--- config.mk ---
export PLATFORM = sky130hd
export DESIGN_NAME = iso8601_timestamp_parser
export DESIGN_NICKNAME = d
export VERILOG_FILES = /design/src/sv/isotp_pkg.sv /design/src/sv/isotp_ctrl.sv /design/src/sv/isotp_dp.sv /design/src/sv/iso8601_timestamp_parser.sv
export SDC_FILE = /design/constraint.sdc
export NUM_CORES = 2
export LEC_CHECK = 0
export BUFFER_PORTS_ARGS = -buffer_cell sky130_fd_sc_hd__clkbuf_2
export CORE_UTILIZATION = 50
export CTS_BUF_LIST = sky130_fd_sc_hd__clkbuf_8
export DETAILED_ROUTE_END_ITERATION = 8
export GPL_TIMING_DRIVEN = 0
export PLACE_DENSITY = 0.69
export SLEW_MARGIN = 10
export SYNTH_ARGS = -nofsm -noshare
export SYNTH_HDL_FRONTEND = slang
export SYNTH_SLANG_ARGS = --single-unit
--- constraint.sdc ---
create_clock -name clk -period 8.14 [get_ports clk]
set_clock_uncertainty 0.1 [all_clocks]
set_input_delay 0 -clock clk [delete_from_list [all_inputs] [get_ports clk]]
set_output_delay 0 -clock clk [all_outputs]
set_load 0.03 [all_outputs]
--- src/sv/isotp_pkg.sv ---
package isotp_pkg;

  localparam logic [2:0] FLD_MONTH = 3'd0;
  localparam logic [2:0] FLD_DAY   = 3'd1;
  localparam logic [2:0] FLD_HOUR  = 3'd2;
  localparam logic [2:0] FLD_MIN   = 3'd3;
  localparam logic [2:0] FLD_SEC   = 3'd4;
  localparam logic [2:0] FLD_ZH    = 3'd5;
  localparam logic [2:0] FLD_ZM    = 3'd6;

  localparam logic [2:0] STEP_NONE = 3'd0;
  localparam logic [2:0] STEP_1    = 3'd1;
  localparam logic [2:0] STEP_2    = 3'd2;
  localparam logic [2:0] STEP_3    = 3'd3;
  localparam logic [2:0] STEP_4    = 3'd4;
  localparam logic [2:0] STEP_5    = 3'd5;

  localparam logic [7:0] CH_ZERO  = 8'h30;
  localparam logic [7:0] CH_NINE  = 8'h39;
  localparam logic [7:0] CH_DASH  = 8'h2D;
  localparam logic [7:0] CH_PLUS  = 8'h2B;
  localparam logic [7:0] CH_COLON = 8'h3A;
  localparam logic [7:0] CH_DOT   = 8'h2E;
  localparam logic [7:0] CH_COMMA = 8'h2C;
  localparam logic [7:0] CH_T     = 8'h54;
  localparam logic [7:0] CH_Z     = 8'h5A;

  localparam logic [13:0] EPOCH_YEAR  = 14'd1970;
  localparam logic [12:0] RECIP_100   = 13'd5243;
  localparam logic [23:0] LEAPS_1969P = 24'd478;
  localparam logic [48:0] MS_PER_DAY  = 49'd86400000;

  typedef struct packed {
    logic       year_en;
    logic       first_en;
    logic       pair_en;
    logic [2:0] fld;
    logic [1:0] dc;
    logic       frac_en;
    logic       set_neg;
    logic       zone_clr;
    logic       clear;
    logic [2:0] step;
    logic       out_load;
    logic       ok;
  } cmd_t;

  typedef struct packed {
    logic pair_ok;
    logic year_ge;
  } status_t;

  function automatic logic [4:0] month_len(input logic [3:0] m);
    case (m)
      4'd2: month_len = 5'd28;
      4'd4, 4'd6, 4'd9, 4'd11: month_len = 5'd30;
      default: month_len = 5'd31;
    endcase
  endfunction

  function automatic logic [8:0] month_start(input logic [3:0] mi);
    case (mi)
      4'd0: month_start = 9'd0;
      4'd1: month_start = 9'd31;
      4'd2: month_start = 9'd59;
      4'd3: month_start = 9'd90;
      4'd4: month_start = 9'd120;
      4'd5: month_start = 9'd151;
      4'd6: month_start = 9'd181;
      4'd7: month_start = 9'd212;
      4'd8: month_start = 9'd243;
      4'd9: month_start = 9'd273;
      4'd10: month_start = 9'd304;
      4'd11: month_start = 9'd334;
      default: month_start = 9'd0;
    endcase
  endfunction

endpackage

--- src/sv/isotp_ctrl.sv ---
module isotp_ctrl (
  input  logic                clk,
  input  logic                rst_n,
  input  logic                in_valid,
  input  logic [7:0]          in_char_code,
  input  logic                in_last_char,
  input  logic                out_stall,
  input  isotp_pkg::status_t  st,
  output logic                in_stall,
  output logic                out_valid,
  output isotp_pkg::cmd_t     cmd
);

  localparam logic [4:0] PH_YEAR            = 5'd0;
  localparam logic [4:0] PH_AFTER_YEAR      = 5'd1;
  localparam logic [4:0] PH_MONTH           = 5'd2;
  localparam logic [4:0] PH_AFTER_MONTH     = 5'd3;
  localparam logic [4:0] PH_DAY             = 5'd4;
  localparam logic [4:0] PH_AFTER_DAY       = 5'd5;
  localparam logic [4:0] PH_HOUR            = 5'd6;
  localparam logic [4:0] PH_AFTER_HOUR      = 5'd7;
  localparam logic [4:0] PH_MINUTE          = 5'd8;
  localparam logic [4:0] PH_AFTER_MINUTE    = 5'd9;
  localparam logic [4:0] PH_SECOND          = 5'd10;
  localparam logic [4:0] PH_AFTER_SECOND    = 5'd11;
  localparam logic [4:0] PH_FRAC_FIRST      = 5'd12;
  localparam logic [4:0] PH_FRAC            = 5'd13;
  localparam logic [4:0] PH_ZONE_HOUR       = 5'd14;
  localparam logic [4:0] PH_AFTER_ZONE_HOUR = 5'd15;
  localparam logic [4:0] PH_ZONE_MIN        = 5'd16;
  localparam logic [4:0] PH_END             = 5'd17;
  localparam logic [4:0] PH_ERROR           = 5'd18;

  logic [4:0] phase_r, phase_nxt;
  logic [1:0] dc_r, dc_nxt;
  logic       dash_r, dash_nxt;
  logic       colon_r, colon_nxt;
  logic [2:0] seq_r, seq_nxt;
  logic       out_valid_r, out_valid_nxt;

  logic acc, dig, zs, fire, accepting;
  logic [4:0] pair_next;

  assign acc       = in_valid && (seq_r == isotp_pkg::STEP_NONE);
  assign in_stall  = (seq_r != isotp_pkg::STEP_NONE);
  assign out_valid = out_valid_r;
  assign dig = (in_char_code >= isotp_pkg::CH_ZERO) && (in_char_code <= isotp_pkg::CH_NINE);
  assign zs  = (in_char_code == isotp_pkg::CH_Z) || (in_char_code == isotp_pkg::CH_PLUS) ||
               (in_char_code == isotp_pkg::CH_DASH);
  assign fire = (seq_r == isotp_pkg::STEP_5) && (!out_valid_r || !out_stall);

  always_comb begin
    case (phase_r)
      PH_AFTER_YEAR, PH_AFTER_DAY, PH_AFTER_HOUR, PH_AFTER_MINUTE, PH_AFTER_SECOND,
      PH_FRAC, PH_AFTER_ZONE_HOUR, PH_END: accepting = 1'b1;
      PH_AFTER_MONTH: accepting = dash_r;
      default: accepting = 1'b0;
    endcase
  end

  always_comb begin
    case (phase_r)
      PH_MONTH:     pair_next = PH_AFTER_MONTH;
      PH_DAY:       pair_next = PH_AFTER_DAY;
      PH_HOUR:      pair_next = PH_AFTER_HOUR;
      PH_MINUTE:    pair_next = PH_AFTER_MINUTE;
      PH_SECOND:    pair_next = PH_AFTER_SECOND;
      PH_ZONE_HOUR: pair_next = PH_AFTER_ZONE_HOUR;
      PH_ZONE_MIN:  pair_next = PH_END;
      default:      pair_next = PH_ERROR;
    endcase
  end

  always_comb begin
    cmd           = '0;
    cmd.dc        = dc_r;
    cmd.ok        = accepting && st.year_ge;
    cmd.out_load  = fire;
    cmd.clear     = fire;
    cmd.step      = (seq_r == isotp_pkg::STEP_5) ? isotp_pkg::STEP_NONE : seq_r;
    case (phase_r)
      PH_AFTER_MONTH, PH_DAY: cmd.fld = isotp_pkg::FLD_DAY;
      PH_HOUR: cmd.fld = isotp_pkg::FLD_HOUR;
      PH_AFTER_HOUR, PH_MINUTE: cmd.fld = isotp_pkg::FLD_MIN;
      PH_AFTER_MINUTE, PH_SECOND: cmd.fld = isotp_pkg::FLD_SEC;
      PH_ZONE_HOUR: cmd.fld = isotp_pkg::FLD_ZH;
      PH_AFTER_ZONE_HOUR, PH_ZONE_MIN: cmd.fld = isotp_pkg::FLD_ZM;
      default: cmd.fld = isotp_pkg::FLD_MONTH;
    endcase
    phase_nxt = phase_r;
    dc_nxt    = dc_r;
    dash_nxt  = dash_r;
    colon_nxt = colon_r;
    if (acc && phase_r != PH_ERROR) begin
      phase_nxt = PH_ERROR;
      case (phase_r)
        PH_YEAR: begin
          if (dig) begin
            cmd.year_en = 1'b1;
            dc_nxt = dc_r + 2'd1;
            phase_nxt = (dc_r == 2'd3) ? PH_AFTER_YEAR : PH_YEAR;
          end
        end
        PH_AFTER_YEAR: begin
          if (in_char_code == isotp_pkg::CH_DASH) begin
            dash_nxt = 1'b1; dc_nxt = 2'd0; phase_nxt = PH_MONTH;
          end else if (dig) begin
            cmd.first_en = 1'b1; dc_nxt = 2'd1; phase_nxt = PH_MONTH;
          end else if (in_char_code == isotp_pkg::CH_T) begin
            dc_nxt = 2'd0; phase_nxt = PH_HOUR;
          end
        end
        PH_AFTER_MONTH: begin
          if (dash_r) begin
            if (in_char_code == isotp_pkg::CH_DASH) begin
              dc_nxt = 2'd0; phase_nxt = PH_DAY;
            end else if (in_char_code == isotp_pkg::CH_T) begin
              dc_nxt = 2'd0; phase_nxt = PH_HOUR;
            end
          end else if (dig) begin
            cmd.first_en = 1'b1; dc_nxt = 2'd1; phase_nxt = PH_DAY;
          end
        end
        PH_AFTER_DAY: begin
          if (in_char_code == isotp_pkg::CH_T) begin
            dc_nxt = 2'd0; phase_nxt = PH_HOUR;
          end
        end
        PH_AFTER_HOUR, PH_AFTER_MINUTE, PH_AFTER_SECOND, PH_FRAC: begin
          if (zs) begin
            if (in_char_code == isotp_pkg::CH_Z) begin
              cmd.zone_clr = 1'b1; phase_nxt = PH_END;
            end else begin
              cmd.set_neg = (in_char_code == isotp_pkg::CH_DASH);
              dc_nxt = 2'd0; phase_nxt = PH_ZONE_HOUR;
            end
          end else if (phase_r == PH_AFTER_HOUR) begin
            if (in_char_code == isotp_pkg::CH_COLON) begin
              colon_nxt = 1'b1; dc_nxt = 2'd0; phase_nxt = PH_MINUTE;
            end else if (dig) begin
              cmd.first_en = 1'b1; dc_nxt = 2'd1; phase_nxt = PH_MINUTE;
            end
          end else if (phase_r == PH_AFTER_MINUTE) begin
            if (colon_r) begin
              if (in_char_code == isotp_pkg::CH_COLON) begin
                dc_nxt = 2'd0; phase_nxt = PH_SECOND;
              end
            end else if (dig) begin
              cmd.first_en = 1'b1; dc_nxt = 2'd1; phase_nxt = PH_SECOND;
            end
          end else if (phase_r == PH_AFTER_SECOND) begin
            if (in_char_code == isotp_pkg::CH_DOT || in_char_code == isotp_pkg::CH_COMMA)
              phase_nxt = PH_FRAC_FIRST;
          end else if (dig) begin
            cmd.frac_en = 1'b1; phase_nxt = PH_FRAC;
          end
        end
        PH_FRAC_FIRST: begin
          if (dig) begin
            cmd.frac_en = 1'b1; phase_nxt = PH_FRAC;
          end
        end
        PH_AFTER_ZONE_HOUR: begin
          if (in_char_code == isotp_pkg::CH_COLON) begin
            dc_nxt = 2'd0; phase_nxt = PH_ZONE_MIN;
          end else if (dig) begin
            cmd.first_en = 1'b1; dc_nxt = 2'd1; phase_nxt = PH_ZONE_MIN;
          end
        end
        PH_MONTH, PH_DAY, PH_HOUR, PH_MINUTE, PH_SECOND, PH_ZONE_HOUR, PH_ZONE_MIN: begin
          if (dig) begin
            if (dc_r == 2'd0) begin
              cmd.first_en = 1'b1; dc_nxt = 2'd1; phase_nxt = phase_r;
            end else begin
              dc_nxt = 2'd0;
              if (st.pair_ok) begin
                cmd.pair_en = 1'b1; phase_nxt = pair_next;
              end
            end
          end
        end
        default: phase_nxt = PH_ERROR;
      endcase
    end
    if (fire) begin
      phase_nxt = PH_YEAR; dc_nxt = 2'd0; dash_nxt = 1'b0; colon_nxt = 1'b0;
    end
  end

  always_comb begin
    seq_nxt = seq_r;
    case (seq_r)
      isotp_pkg::STEP_NONE: if (acc && in_last_char) seq_nxt = isotp_pkg::STEP_1;
      isotp_pkg::STEP_5: if (fire) seq_nxt = isotp_pkg::STEP_NONE;
      default: seq_nxt = seq_r + 3'd1;
    endcase
    out_valid_nxt = out_valid_r;
    if (fire) out_valid_nxt = 1'b1;
    else if (!out_stall) out_valid_nxt = 1'b0;
  end

  always_ff @(posedge clk) begin
    if (!rst_n) begin
      phase_r     <= PH_YEAR;
      dc_r        <= 2'd0;
      dash_r      <= 1'b0;
      colon_r     <= 1'b0;
      seq_r       <= isotp_pkg::STEP_NONE;
      out_valid_r <= 1'b0;
    end else begin
      phase_r     <= phase_nxt;
      dc_r        <= dc_nxt;
      dash_r      <= dash_nxt;
      colon_r     <= colon_nxt;
      seq_r       <= seq_nxt;
      out_valid_r <= out_valid_nxt;
    end
  end

endmodule

--- src/sv/isotp_dp.sv ---
module isotp_dp (
  input  logic                clk,
  input  logic                rst_n,
  input  logic [7:0]          in_char_code,
  input  isotp_pkg::cmd_t     cmd,
  output isotp_pkg::status_t  st,
  output logic signed [48:0]  out_epoch_millis,
  output logic                out_valid_res
);

  logic [13:0] year_r, year_nxt;
  logic [3:0]  yd_r [4];
  logic [3:0]  month_r, month_nxt;
  logic [4:0]  day_r, day_nxt;
  logic [4:0]  hour_r, hour_nxt;
  logic [5:0]  min_r, min_nxt;
  logic [5:0]  sec_r, sec_nxt;
  logic [9:0]  frac_r, frac_nxt;
  logic [1:0]  fw_r, fw_nxt;
  logic [3:0]  zh_r, zh_nxt;
  logic [5:0]  zm_r, zm_nxt;
  logic        neg_r, neg_nxt;
  logic        leap_r, leap_nxt;

  logic [26:0]        prod_a_r;
  logic [24:0]        prod_b_r;
  logic [21:0]        base_r;
  logic signed [18:0] tod_r;
  logic signed [23:0] days1_r, days_r;
  logic signed [28:0] todms_r;
  logic [48:0]        mshi_r;
  logic [48:0]        epoch_r;
  logic               vres_r;

  logic [3:0]  d, acc_sel, mi;
  logic [6:0]  v;
  logic        is_leap, r_zero;
  logic [3:0]  lo_mod, hi_mod;
  logic [9:0]  frac_add;
  logic [13:0] n;
  logic [16:0] hms;
  logic [15:0] off;
  logic [18:0] hms_x, off_x;

  assign d = 4'(in_char_code - isotp_pkg::CH_ZERO);

  assign r_zero  = (yd_r[2] == 4'd0) && (yd_r[3] == 4'd0);
  assign lo_mod  = {yd_r[2][0], 1'b0} + yd_r[3];
  assign hi_mod  = {yd_r[0][0], 1'b0} + yd_r[1];
  assign is_leap = r_zero ? (hi_mod[1:0] == 2'd0) : (lo_mod[1:0] == 2'd0);

  always_comb begin
    case (cmd.fld)
      isotp_pkg::FLD_DAY:  acc_sel = day_r[3:0];
      isotp_pkg::FLD_HOUR: acc_sel = hour_r[3:0];
      isotp_pkg::FLD_MIN:  acc_sel = min_r[3:0];
      isotp_pkg::FLD_SEC:  acc_sel = sec_r[3:0];
      isotp_pkg::FLD_ZH:   acc_sel = zh_r;
      isotp_pkg::FLD_ZM:   acc_sel = zm_r[3:0];
      default:             acc_sel = month_r;
    endcase
    v = 7'(acc_sel) * 7'd10 + 7'(d);
    case (cmd.fld)
      isotp_pkg::FLD_DAY: st.pair_ok = (v >= 7'd1) &&
        ((v <= 7'(isotp_pkg::month_len(month_r))) ||
         ((v == 7'd29) && (month_r == 4'd2) && is_leap));
      isotp_pkg::FLD_HOUR: st.pair_ok = (v <= 7'd23);
      isotp_pkg::FLD_MIN:  st.pair_ok = (v <= 7'd59);
      isotp_pkg::FLD_SEC:  st.pair_ok = (v <= 7'd60);
      isotp_pkg::FLD_ZH:   st.pair_ok = (v <= 7'd14);
      isotp_pkg::FLD_ZM:   st.pair_ok = (v <= 7'd59);
      default:             st.pair_ok = (v >= 7'd1) && (v <= 7'd12);
    endcase
    st.year_ge = (year_r >= isotp_pkg::EPOCH_YEAR);
  end

  always_comb begin
    case (fw_r)
      2'd0: frac_add = 10'(d) * 10'd100;
      2'd1: frac_add = 10'(d) * 10'd10;
      2'd2: frac_add = 10'(d);
      default: frac_add = 10'd0;
    endcase
  end

  always_comb begin
    year_nxt = year_r; month_nxt = month_r; day_nxt = day_r; hour_nxt = hour_r;
    min_nxt = min_r; sec_nxt = sec_r; frac_nxt = frac_r; fw_nxt = fw_r;
    zh_nxt = zh_r; zm_nxt = zm_r; neg_nxt = neg_r; leap_nxt = leap_r;
    if (cmd.year_en) year_nxt = 14'(year_r * 14'd10 + 14'(d));
    if (cmd.first_en || cmd.pair_en) begin
      case (cmd.fld)
        isotp_pkg::FLD_DAY:  day_nxt = cmd.pair_en ? v[4:0] : 5'(d);
        isotp_pkg::FLD_HOUR: hour_nxt = cmd.pair_en ? v[4:0] : 5'(d);
        isotp_pkg::FLD_MIN:  min_nxt = cmd.pair_en ? v[5:0] : 6'(d);
        isotp_pkg::FLD_SEC: begin
          if (cmd.pair_en && v == 7'd60) begin
            sec_nxt = 6'd59; frac_nxt = 10'd999; leap_nxt = 1'b1;
          end else begin
            sec_nxt = cmd.pair_en ? v[5:0] : 6'(d);
          end
        end
        isotp_pkg::FLD_ZH:   zh_nxt = cmd.pair_en ? v[3:0] : d;
        isotp_pkg::FLD_ZM:   zm_nxt = cmd.pair_en ? v[5:0] : 6'(d);
        default:             month_nxt = cmd.pair_en ? v[3:0] : d;
      endcase
    end
    if (cmd.frac_en) begin
      if (!leap_r) frac_nxt = frac_r + frac_add;
      if (fw_r != 2'd3) fw_nxt = fw_r + 2'd1;
    end
    if (cmd.set_neg) neg_nxt = 1'b1;
    if (cmd.zone_clr) begin
      zh_nxt = 4'd0; zm_nxt = 6'd0;
    end
    if (cmd.clear) begin
      year_nxt = 14'd0; month_nxt = 4'd1; day_nxt = 5'd1; hour_nxt = 5'd0;
      min_nxt = 6'd0; sec_nxt = 6'd0; frac_nxt = 10'd0; fw_nxt = 2'd0;
      zh_nxt = 4'd0; zm_nxt = 6'd0; neg_nxt = 1'b0; leap_nxt = 1'b0;
    end
  end

  always_ff @(posedge clk) begin
    if (!rst_n) begin
      year_r <= 14'd0; month_r <= 4'd1; day_r <= 5'd1; hour_r <= 5'd0;
      min_r <= 6'd0; sec_r <= 6'd0; frac_r <= 10'd0; fw_r <= 2'd0;
      zh_r <= 4'd0; zm_r <= 6'd0; neg_r <= 1'b0; leap_r <= 1'b0;
    end else begin
      year_r <= year_nxt; month_r <= month_nxt; day_r <= day_nxt; hour_r <= hour_nxt;
      min_r <= min_nxt; sec_r <= sec_nxt; frac_r <= frac_nxt; fw_r <= fw_nxt;
      zh_r <= zh_nxt; zm_r <= zm_nxt; neg_r <= neg_nxt; leap_r <= leap_nxt;
    end
  end

  always_ff @(posedge clk) begin
    if (!rst_n) begin
      for (int i = 0; i < 4; i++) yd_r[i] <= 4'd0;
    end else if (cmd.clear) begin
      for (int i = 0; i < 4; i++) yd_r[i] <= 4'd0;
    end else if (cmd.year_en) begin
      yd_r[cmd.dc] <= d;
    end
  end

  assign n     = year_r - 14'd1;
  assign mi    = (month_r >= 4'd1 && month_r <= 4'd12) ? month_r - 4'd1 : 4'd0;
  assign hms   = 17'(hour_r) * 17'd3600 + 17'(min_r) * 17'd60 + 17'(sec_r);
  assign off   = 16'(10'(zh_r) * 10'd60 + 10'(zm_r)) * 16'd60;
  assign hms_x = 19'(hms);
  assign off_x = 19'(off);

  always_ff @(posedge clk) begin
    case (cmd.step)
      isotp_pkg::STEP_1: begin
        prod_a_r <= 27'(n) * 27'(isotp_pkg::RECIP_100);
        base_r   <= 22'(year_r - isotp_pkg::EPOCH_YEAR) * 22'd365;
        tod_r    <= $signed(neg_r ? hms_x + off_x : hms_x - off_x);
      end
      isotp_pkg::STEP_2: begin
        prod_b_r <= 25'(n[13:2]) * 25'(isotp_pkg::RECIP_100);
        days1_r  <= $signed({2'b00, base_r}) + $signed({12'd0, n[13:2]})
                  - $signed({16'd0, prod_a_r[26:19]})
                  + $signed({15'd0, isotp_pkg::month_start(mi)})
                  + $signed({23'd0, (mi >= 4'd2) && is_leap})
                  + $signed({19'd0, day_r}) - $signed(isotp_pkg::LEAPS_1969P);
      end
      isotp_pkg::STEP_3: begin
        days_r  <= days1_r + $signed({18'd0, prod_b_r[24:19]});
        todms_r <= 29'(tod_r) * 29'sd1000;
      end
      isotp_pkg::STEP_4: begin
        mshi_r <= 49'(days_r[21:0]) * isotp_pkg::MS_PER_DAY;
      end
      default: ;
    endcase
    if (cmd.out_load) begin
      epoch_r <= cmd.ok ? mshi_r + 49'(todms_r) + 49'(frac_r) : 49'd0;
      vres_r  <= cmd.ok;
    end
  end

  assign out_epoch_millis = $signed(epoch_r);
  assign out_valid_res    = vres_r;

endmodule

--- src/sv/iso8601_timestamp_parser.sv ---
// channel  ports                                     direction
// input    in_valid in_stall in_char_code in_last_char  in
// result   out_valid out_stall out_epoch_millis out_valid_res  out
//
// One character is taken per cycle while a timestamp streams in.
// After the last character the conversion sequencer steps from STEP_1 to STEP_5
// with in_stall high; the result then loads into the output register when free.
// Reset (rst_n low, synchronous) clears the parser and drops out_valid.
// A held result under out_stall does not block parsing of the next text.
module iso8601_timestamp_parser (
  input  logic               clk,
  input  logic               rst_n,
  input  logic               in_valid,
  output logic               in_stall,
  input  logic [7:0]         in_char_code,
  input  logic               in_last_char,
  output logic               out_valid,
  input  logic               out_stall,
  output logic signed [48:0] out_epoch_millis,
  output logic               out_valid_res
);

  isotp_pkg::cmd_t    cmd;
  isotp_pkg::status_t st;

  isotp_ctrl u_ctrl (
    .clk          (clk),
    .rst_n        (rst_n),
    .in_valid     (in_valid),
    .in_char_code (in_char_code),
    .in_last_char (in_last_char),
    .out_stall    (out_stall),
    .st           (st),
    .in_stall     (in_stall),
    .out_valid    (out_valid),
    .cmd          (cmd)
  );

  isotp_dp u_dp (
    .clk              (clk),
    .rst_n            (rst_n),
    .in_char_code     (in_char_code),
    .cmd              (cmd),
    .st               (st),
    .out_epoch_millis (out_epoch_millis),
    .out_valid_res    (out_valid_res)
  );

endmodule

# Word level (Yosys, flattened, before mapping)
# Memory sizes are Yosys's and may differ from the RTL's. A register that Yosys moved wholly into a read port is not among the register bits.
# Index checks and enable logic that the tools add are counted.
[totals]
n_memories = 3
out_inout_bits = 52
elab_cells = 313
ff_bits = 329
mem_bits_ro = 240
input_bits = 13
ramBits = 16
[op_classes]
addsub = 26
eq_ne = 56
n_mul = 13
n_bitwise = 7
muxes = 112
magnitude_cmp = 13
reduce_logical = 55
[mem_list]
columns = ["memory", "depth", "width", "read_ports", "rd_ports_with_merged_regs", "wr", "line", "source"]
rows = [
  ["(no name shown)", 16, 9, 1, 0, 0, "isotp_pkg.sv:62", "case (mi)"],
  ["(no name shown)", 32, 3, 1, 1, 0, "isotp_ctrl.sv:81", "case (phase_r)"],
  ["u_dp.yd_r", 4, 4, 4, 0, 4, "isotp_dp.sv:12", "logic [3:0] yd_r [4];"],
]
[ops]
columns = ["cell", "n"]
rows = [
  ["2-to-1 mux 5 bit", 27],
  ["2-to-1 mux 10 bit", 5],
  ["adder 49 x 10 -> 49 bit", 1],
  ["adder 49 bit", 1],
  ["equality test 5 x 4 -> 1 bit, second input constant", 8],
  ["equality test 8 x 6 -> 1 bit, second input constant", 5],
  ["2-to-1 mux 2 bit", 20],
  ["case mux 5 bit (8 select lines)", 1],
  ["multiplier 22 x 17 -> 39 bit, second input constant", 1],
  ["case mux 5 bit (7 select lines)", 1],
  ["2-to-1 mux 1 bit", 33],
  ["case mux 10 bit (3 select lines)", 1],
  ["2-to-1 mux 4 bit", 7],
  ["multiplier 14 x 13 -> 27 bit, second input constant", 1],
  ["multiplier 19 x 8 -> 26 bit, second input constant", 1],
  ["multiplier 12 x 13 -> 25 bit, second input constant", 1],
  ["case mux 4 bit (6 select lines)", 1],
  ["adder 22 x 10 -> 22 bit", 1],
  ["adder 22 x 12 -> 22 bit", 1],
  ["adder 22 x 2 -> 22 bit", 1],
  ["adder 22 x 6 -> 22 bit", 1],
  ["adder 22 x 7 -> 22 bit", 1],
  ["multiplier 22 x 9 -> 22 bit, second input constant", 1],
  ["subtractor 22 x 10 -> 22 bit, second input constant", 1],
  ["84 further kinds", 160],
]

# Logic depth before layout (Yosys ltp)
[depth]
word_depth = 21
mapped_depth = 29
mapped_depth_nobuf = 29

# Hierarchy
# From an unflattened synthesis, not the netlist that was laid out.
[unflattened]
cells_unflattened = 4196
area_unflattened_um2 = 41153.2
[modules_own_cells]
columns = ["module", "area_each_um2", "cells_per_inst", "seq_area_each_um2", "n_inst"]
rows = [
  ["isotp_dp", 39167.6, 3930, 8037.7, 1],
  ["isotp_ctrl", 1985.7, 266, 320.3, 1],
]

# Worst setup path before layout
# Ideal clock, no wire load.
[synth_timing]
path_kind = "register -> register"
startpoint = "register u_dp.year_r[2]"
endpoint = "register u_dp.prod_a_r[26], data pin"
t_arrival_ps = 7182
setup_ps = 266
synth_period_minus_slack_ps = 7548
path_buffers = 1
t_required_ps = 7774
path_slack_ps = 592
path_stages_with_launch = 24
cell_sequence = "dfxtp_1 -> clkbuf_1 -> inv_1 -> ha_1 -> a21boi_0 -> nand4bb_1 -> or3_1 -> xnor2_1 -> ha_1 -> fa_1 -> inv_1 -> fa_1 -> inv_1 -> fa_1 -> fa_1 -> ha_1 -> a2111oi_0 -> o21ai_0 -> a2111oi_1 -> nor2b_1 -> o21a_1 -> o311a_1 -> o41ai_1 -> xnor2_1"
[synth_via]
elab_chain_len = 2
[synth_rtl]
columns = ["element", "line", "source"]
rows = [
  ["start: declaration", "isotp_dp.sv:11", "logic [13:0] year_r, year_nxt;"],
  ["start signal: assignment", "isotp_dp.sv:129", "year_r <= year_nxt; month_r <= month_nxt; day_r <= day_nxt; hour_r <= hour_nxt;"],
  ["subtractor 14 x 1 -> 14 bit", "isotp_dp.sv:145", "assign n = year_r - 14'd1;"],
  ["multiplier 14 x 13 -> 27 bit", "isotp_dp.sv:155", "prod_a_r <= 27'(n) * 27'(isotp_pkg::RECIP_100);"],
  ["end signal: assignment", "isotp_dp.sv:155", ""],
  ["end: declaration", "isotp_dp.sv:25", "logic [26:0] prod_a_r;"],
]
# No other way between the ends.
# A chain may end at the register's enable or synchronous reset.

# Final worst setup path
# Ends and elaborated chain as after synthesis.

==> out/metrics.cfg <==
[cts]
clock_path_buffers=3
htree_num_levels=2
clock_latency_at_the_later_pin_of_the_worst_skew_pair_ns=0.66
clkSlewWorstSetupHoldPaths_ns=0.08
cts.sinks=305
cts_made_buffers=55
cts_tree=built
clk_root_buffer_cell=sky130_fd_sc_hd__clkbuf_8

[global_routing]
gr-total-overflow=0
grtUsageTotal_pct=21.4
grt_antenna_before_repair=2
pin_count_of_the_biggest_net_entering_global_routing=34
grt_pass1_wl_mm=143
grt_pass1_vias=29000

[cells_and_area]
multiInputGateArea_mm2=0.0290
drive_above_1_share_pct=6.32
nets=5429
sequential_cell_area_mm2=0.00836
areaGrowthSynthToFinish_pct=8.69
instances_no_fill=5370
layout.filler_cells=7121

[drt]
first_iter_violations=1353
drc_markers=0
vias=28500
drt-total-wl_mm=86.0
top_signal_layer_used=met4
route.met2.wl_mm=39.5
vias_per_cell=5.32
detailed_router_iteration_count_before_antenna_repair=7
route.met3.wl_mm=3.67
ant_nets=0
detail_route.wl_per_cell_um=16.0
m1WireLength_mm=40.6

[placement]
io_buffers=64
dp_slack_ns=-0.933
place.detailed.hpwl_mm=72.1
routabilityCongestion=0.928
place_inst=5244

[critical_path]
critPathArrivalTime_ns=8.02
critPathKind=reg2reg
critical_path.reg2reg.endpoint=u_dp.prod_a_r[26]
critPathLaunchType=register
critical_path_required_ns=8.43
end_kind=register
worst-r2r-cell-count=24
reg2reg_from=u_dp.year_r[2]
regToRegSetupSlack_ns=0.41
cp_max_fo=8

[synthesis]
postSynthNetCount=5263
part_of_the_yosys_area_used_for_sequential_elements_pct=20.7
yosysUniqueCellTypes=101
synth.yosys.warnings=0
synth-main-ff-cell=sky130_fd_sc_hd__edfxtp_1
post_synth_inst_count=4107
postSynthRegisterBits=305
async_flop_share_pct=0
postSynthAreaPerCell_um2=9.83
synthesis.area_mm2=0.0404
synth_enable_flop_cells=225

[min_path]
hold_path.class=in2reg
whs_endpoint=u_ctrl.colon_r
worstHoldStart=in_char_code[5]
hold_path_depth=6

[sta]
max_slew.worst_pin.slew_ns=1.29
setup_repair_after_global_routing_missed_its_margin=yes
max_freq_mhz=129
final-max-slew-violation-count=0
post-route-period-util_pct=94.9
setup_slack_ns=0.413
max-slew-margin-rel_pct=13.1
setup_tns_final_ns=0
period_needed_ns=7.73
hold_viol_final=0
setup_viol_count_final=0

[power_and_ir_drop]
power.switching_mw=7.52
cell_internal_pwr_mw=9.00
comb_power_share_pct=73.7
clock_power_share_pct=10.0
pwr_density_cell_mw_per_mm2=376
netSwitchingFraction_pct=45.5
ir_worst_vdd_mv=0.337
pwr-share-seq_pct=16.3
power.leakage_nw=20.8

[job]
maximum_capacitance_violations=0

[floorplanning]
start_util_pct=50.8
pin_count=65
die_x_um=286
floorplan.core_area_mm2=0.0794
std_cell_rows=103
die_area_mm2=0.0819
die_height_um=286

[status]
run_status=finished clean

[state kept, by name, summed over array words and instances, names as in the netlist, 6 cells and up]
name / count
u_dp.year_r: 14
u_dp.prod_b_r: 6
u_dp.base_r: 22
u_dp.out_epoch_millis: 49
u_dp.yd_r: 11
u_dp.frac_r: 10
u_dp.mshi_r: 39
u_dp.days_r: 22
u_dp.prod_a_r: 8
u_dp.tod_r: 19
u_dp.sec_r: 6
u_dp.days1_r: 22
u_dp.min_r: 6
u_dp.zm_r: 6
u_dp.todms_r: 26
[metrics by stage]
| stage | cell area [um^2] | hold WS, ns | power, mW | util [%] |
|---|---|---|---|---|
| finish | 43900 | 0.0431 | 16.5 | 55.3 |
| global route | 43900 | 0.0892 | 18.4 | 55.3 |
| CTS | 43800 | 0.0118 | 16.6 | 55.1 |
| detailed placement | 42300 | 0.230 | 14.8 | 53.3 |
| global placement | 42000 | 0.223 | 14.5 | 52.9 |
| floorplan | 40400 | 0.0282 | 12.2 | - |
[synthesized netlist by cell type, drive strengths merged, types with 15 or more instances]
| library cell | instances | area (um^2) |
|---|---|---|
| xnor2 | 189 | 1660 |
| a211oi | 49 | 383 |
| or2 | 15 | 93.8 |
| o211ai | 22 | 165 |
| a21oi | 237 | 1200 |
| a31oi | 17 | 106 |
| nand2b | 33 | 214 |
| fa | 427 | 8550 |
| nor2 | 268 | 1020 |
| a21o | 71 | 533 |
| dfxtp | 80 | 1600 |
| inv | 761 | 2860 |
| ha | 716 | 8960 |
| nor2b | 44 | 275 |
| nand2 | 170 | 638 |
| and2 | 20 | 128 |
| xor2 | 82 | 718 |
| o21ai | 140 | 704 |
| buf | 17 | 100 |
| o21bai | 54 | 409 |
| nor3 | 78 | 402 |
| or3 | 20 | 125 |
| and3 | 34 | 213 |
| mux2i | 20 | 200 |
| nand3 | 48 | 255 |
| clkbuf | 50 | 188 |
| o21a | 37 | 279 |
| edfxtp | 225 | 6760 |
[final cells by class]
type,instances,share of cell area [%]
multi-input cells,2973,66.2
flip-flops and latches,305,19.1
inverters,762,6.54
well taps,1050,2.99
clock buffers,62,1.95
repair buffers,109,1.68
clock inverters,41,0.930
plain buffers,67,0.659
diodes,1,0.00570
[power groups by stage]
| stage | Sequential [mW] | Clock, mW | Combinational (mW) |
|---|---|---|---|
| after floorplan | 2.66 | 0 | 9.54 |
| after global placement | 2.73 | 0 | 11.8 |
| after detailed placement | 2.72 | 0 | 12.1 |
| after CTS | 2.69 | 1.70 | 12.2 |
| after global routing | 2.71 | 1.76 | 13.9 |
| final | 2.69 | 1.66 | 12.2 |
[timing repair]
item,in CTS,in global routing
endpoints found under the setup margin,13,10
pin swaps,1,1
hold buffers,13,0
resized for setup,12,12
setup buffers,4,5
hold endpoints to repair,25,0
[worst max path at each step]
stage / from / to / slack (ns) / depth (start not counted)
after floorplan: u_dp.year_r[2] / u_dp.prod_a_r[26] / 0.59 / 23
after global placement: u_dp.year_r[1] / u_dp.prod_a_r[26] / -0.89 / 22
after detailed placement: u_dp.year_r[1] / u_dp.prod_b_r[24] / -0.93 / 25
after CTS: u_dp.year_r[2] / u_dp.prod_b_r[24] / 0.003 / 26
after global routing: u_dp.year_r[2] / u_dp.prod_a_r[26] / -0.03 / 24
final: u_dp.year_r[2] / u_dp.prod_a_r[26] / 0.41 / 24
[worst max-delay path: stages (launching register included)]
cell,delay (ns)
sky130_fd_sc_hd__dfxtp_1,0.37
sky130_fd_sc_hd__clkbuf_2,0.24
sky130_fd_sc_hd__inv_1,0.09
sky130_fd_sc_hd__ha_1,0.22
sky130_fd_sc_hd__a21boi_2,0.21
sky130_fd_sc_hd__nand4bb_1,0.22
sky130_fd_sc_hd__xnor2_2,0.67
sky130_fd_sc_hd__inv_1,0.39
sky130_fd_sc_hd__fa_1,0.61
sky130_fd_sc_hd__inv_1,0.05
sky130_fd_sc_hd__ha_1,0.28
sky130_fd_sc_hd__ha_1,0.27
sky130_fd_sc_hd__inv_1,0.05
sky130_fd_sc_hd__fa_1,0.51
sky130_fd_sc_hd__fa_1,0.56
sky130_fd_sc_hd__inv_1,0.04
sky130_fd_sc_hd__ha_1,0.29
sky130_fd_sc_hd__a2111oi_0,0.35
sky130_fd_sc_hd__o21ai_0,0.25
sky130_fd_sc_hd__a2111oi_4,0.50
sky130_fd_sc_hd__nor2b_1,0.11
sky130_fd_sc_hd__o21a_1,0.22
sky130_fd_sc_hd__o311a_1,0.40
sky130_fd_sc_hd__o41ai_1,0.34
sky130_fd_sc_hd__xnor2_1,0.10
[layout by cell type (no fill, tap or decap), drive strengths merged, types with 71 or more instances in the layout]
master and count:
ha 716, o21ai 140, a21oi 237, edfxtp 225, nor2 268, dfxtp 80
fa 427, clkbuf 176, xnor2 189, inv 777, xor2 82, a21o 71
nor3 78, nand2 170
[layer usage]
metal / vias up / GRT usage (%)
met5: - / 0
met4: 0 / 5.96
met3: 139 / 2.39
met2: 559 / 35.7
met1: 13600 / 29.5
li1: 14200 / -
[kinds of logic (layout without fill, tap and decap cells)]
family | Yosys count | after routing | share of synthesized area (%)
AO/OA/AOI/OAI | 752 | 752 | 12.3
XOR/XNOR | 272 | 272 | 5.94
multiplexers | 23 | 23 | 0.580
buffers and inverters | 829 | 1041 | 7.81
other | 0 | 1 | 0
flip-flops | 305 | 305 | 20.7
adder cells (fa/ha/maj) | 1143 | 1143 | 43.4
AND/OR/NAND/NOR | 783 | 783 | 9.31
(Power assumes the default switching activity.)
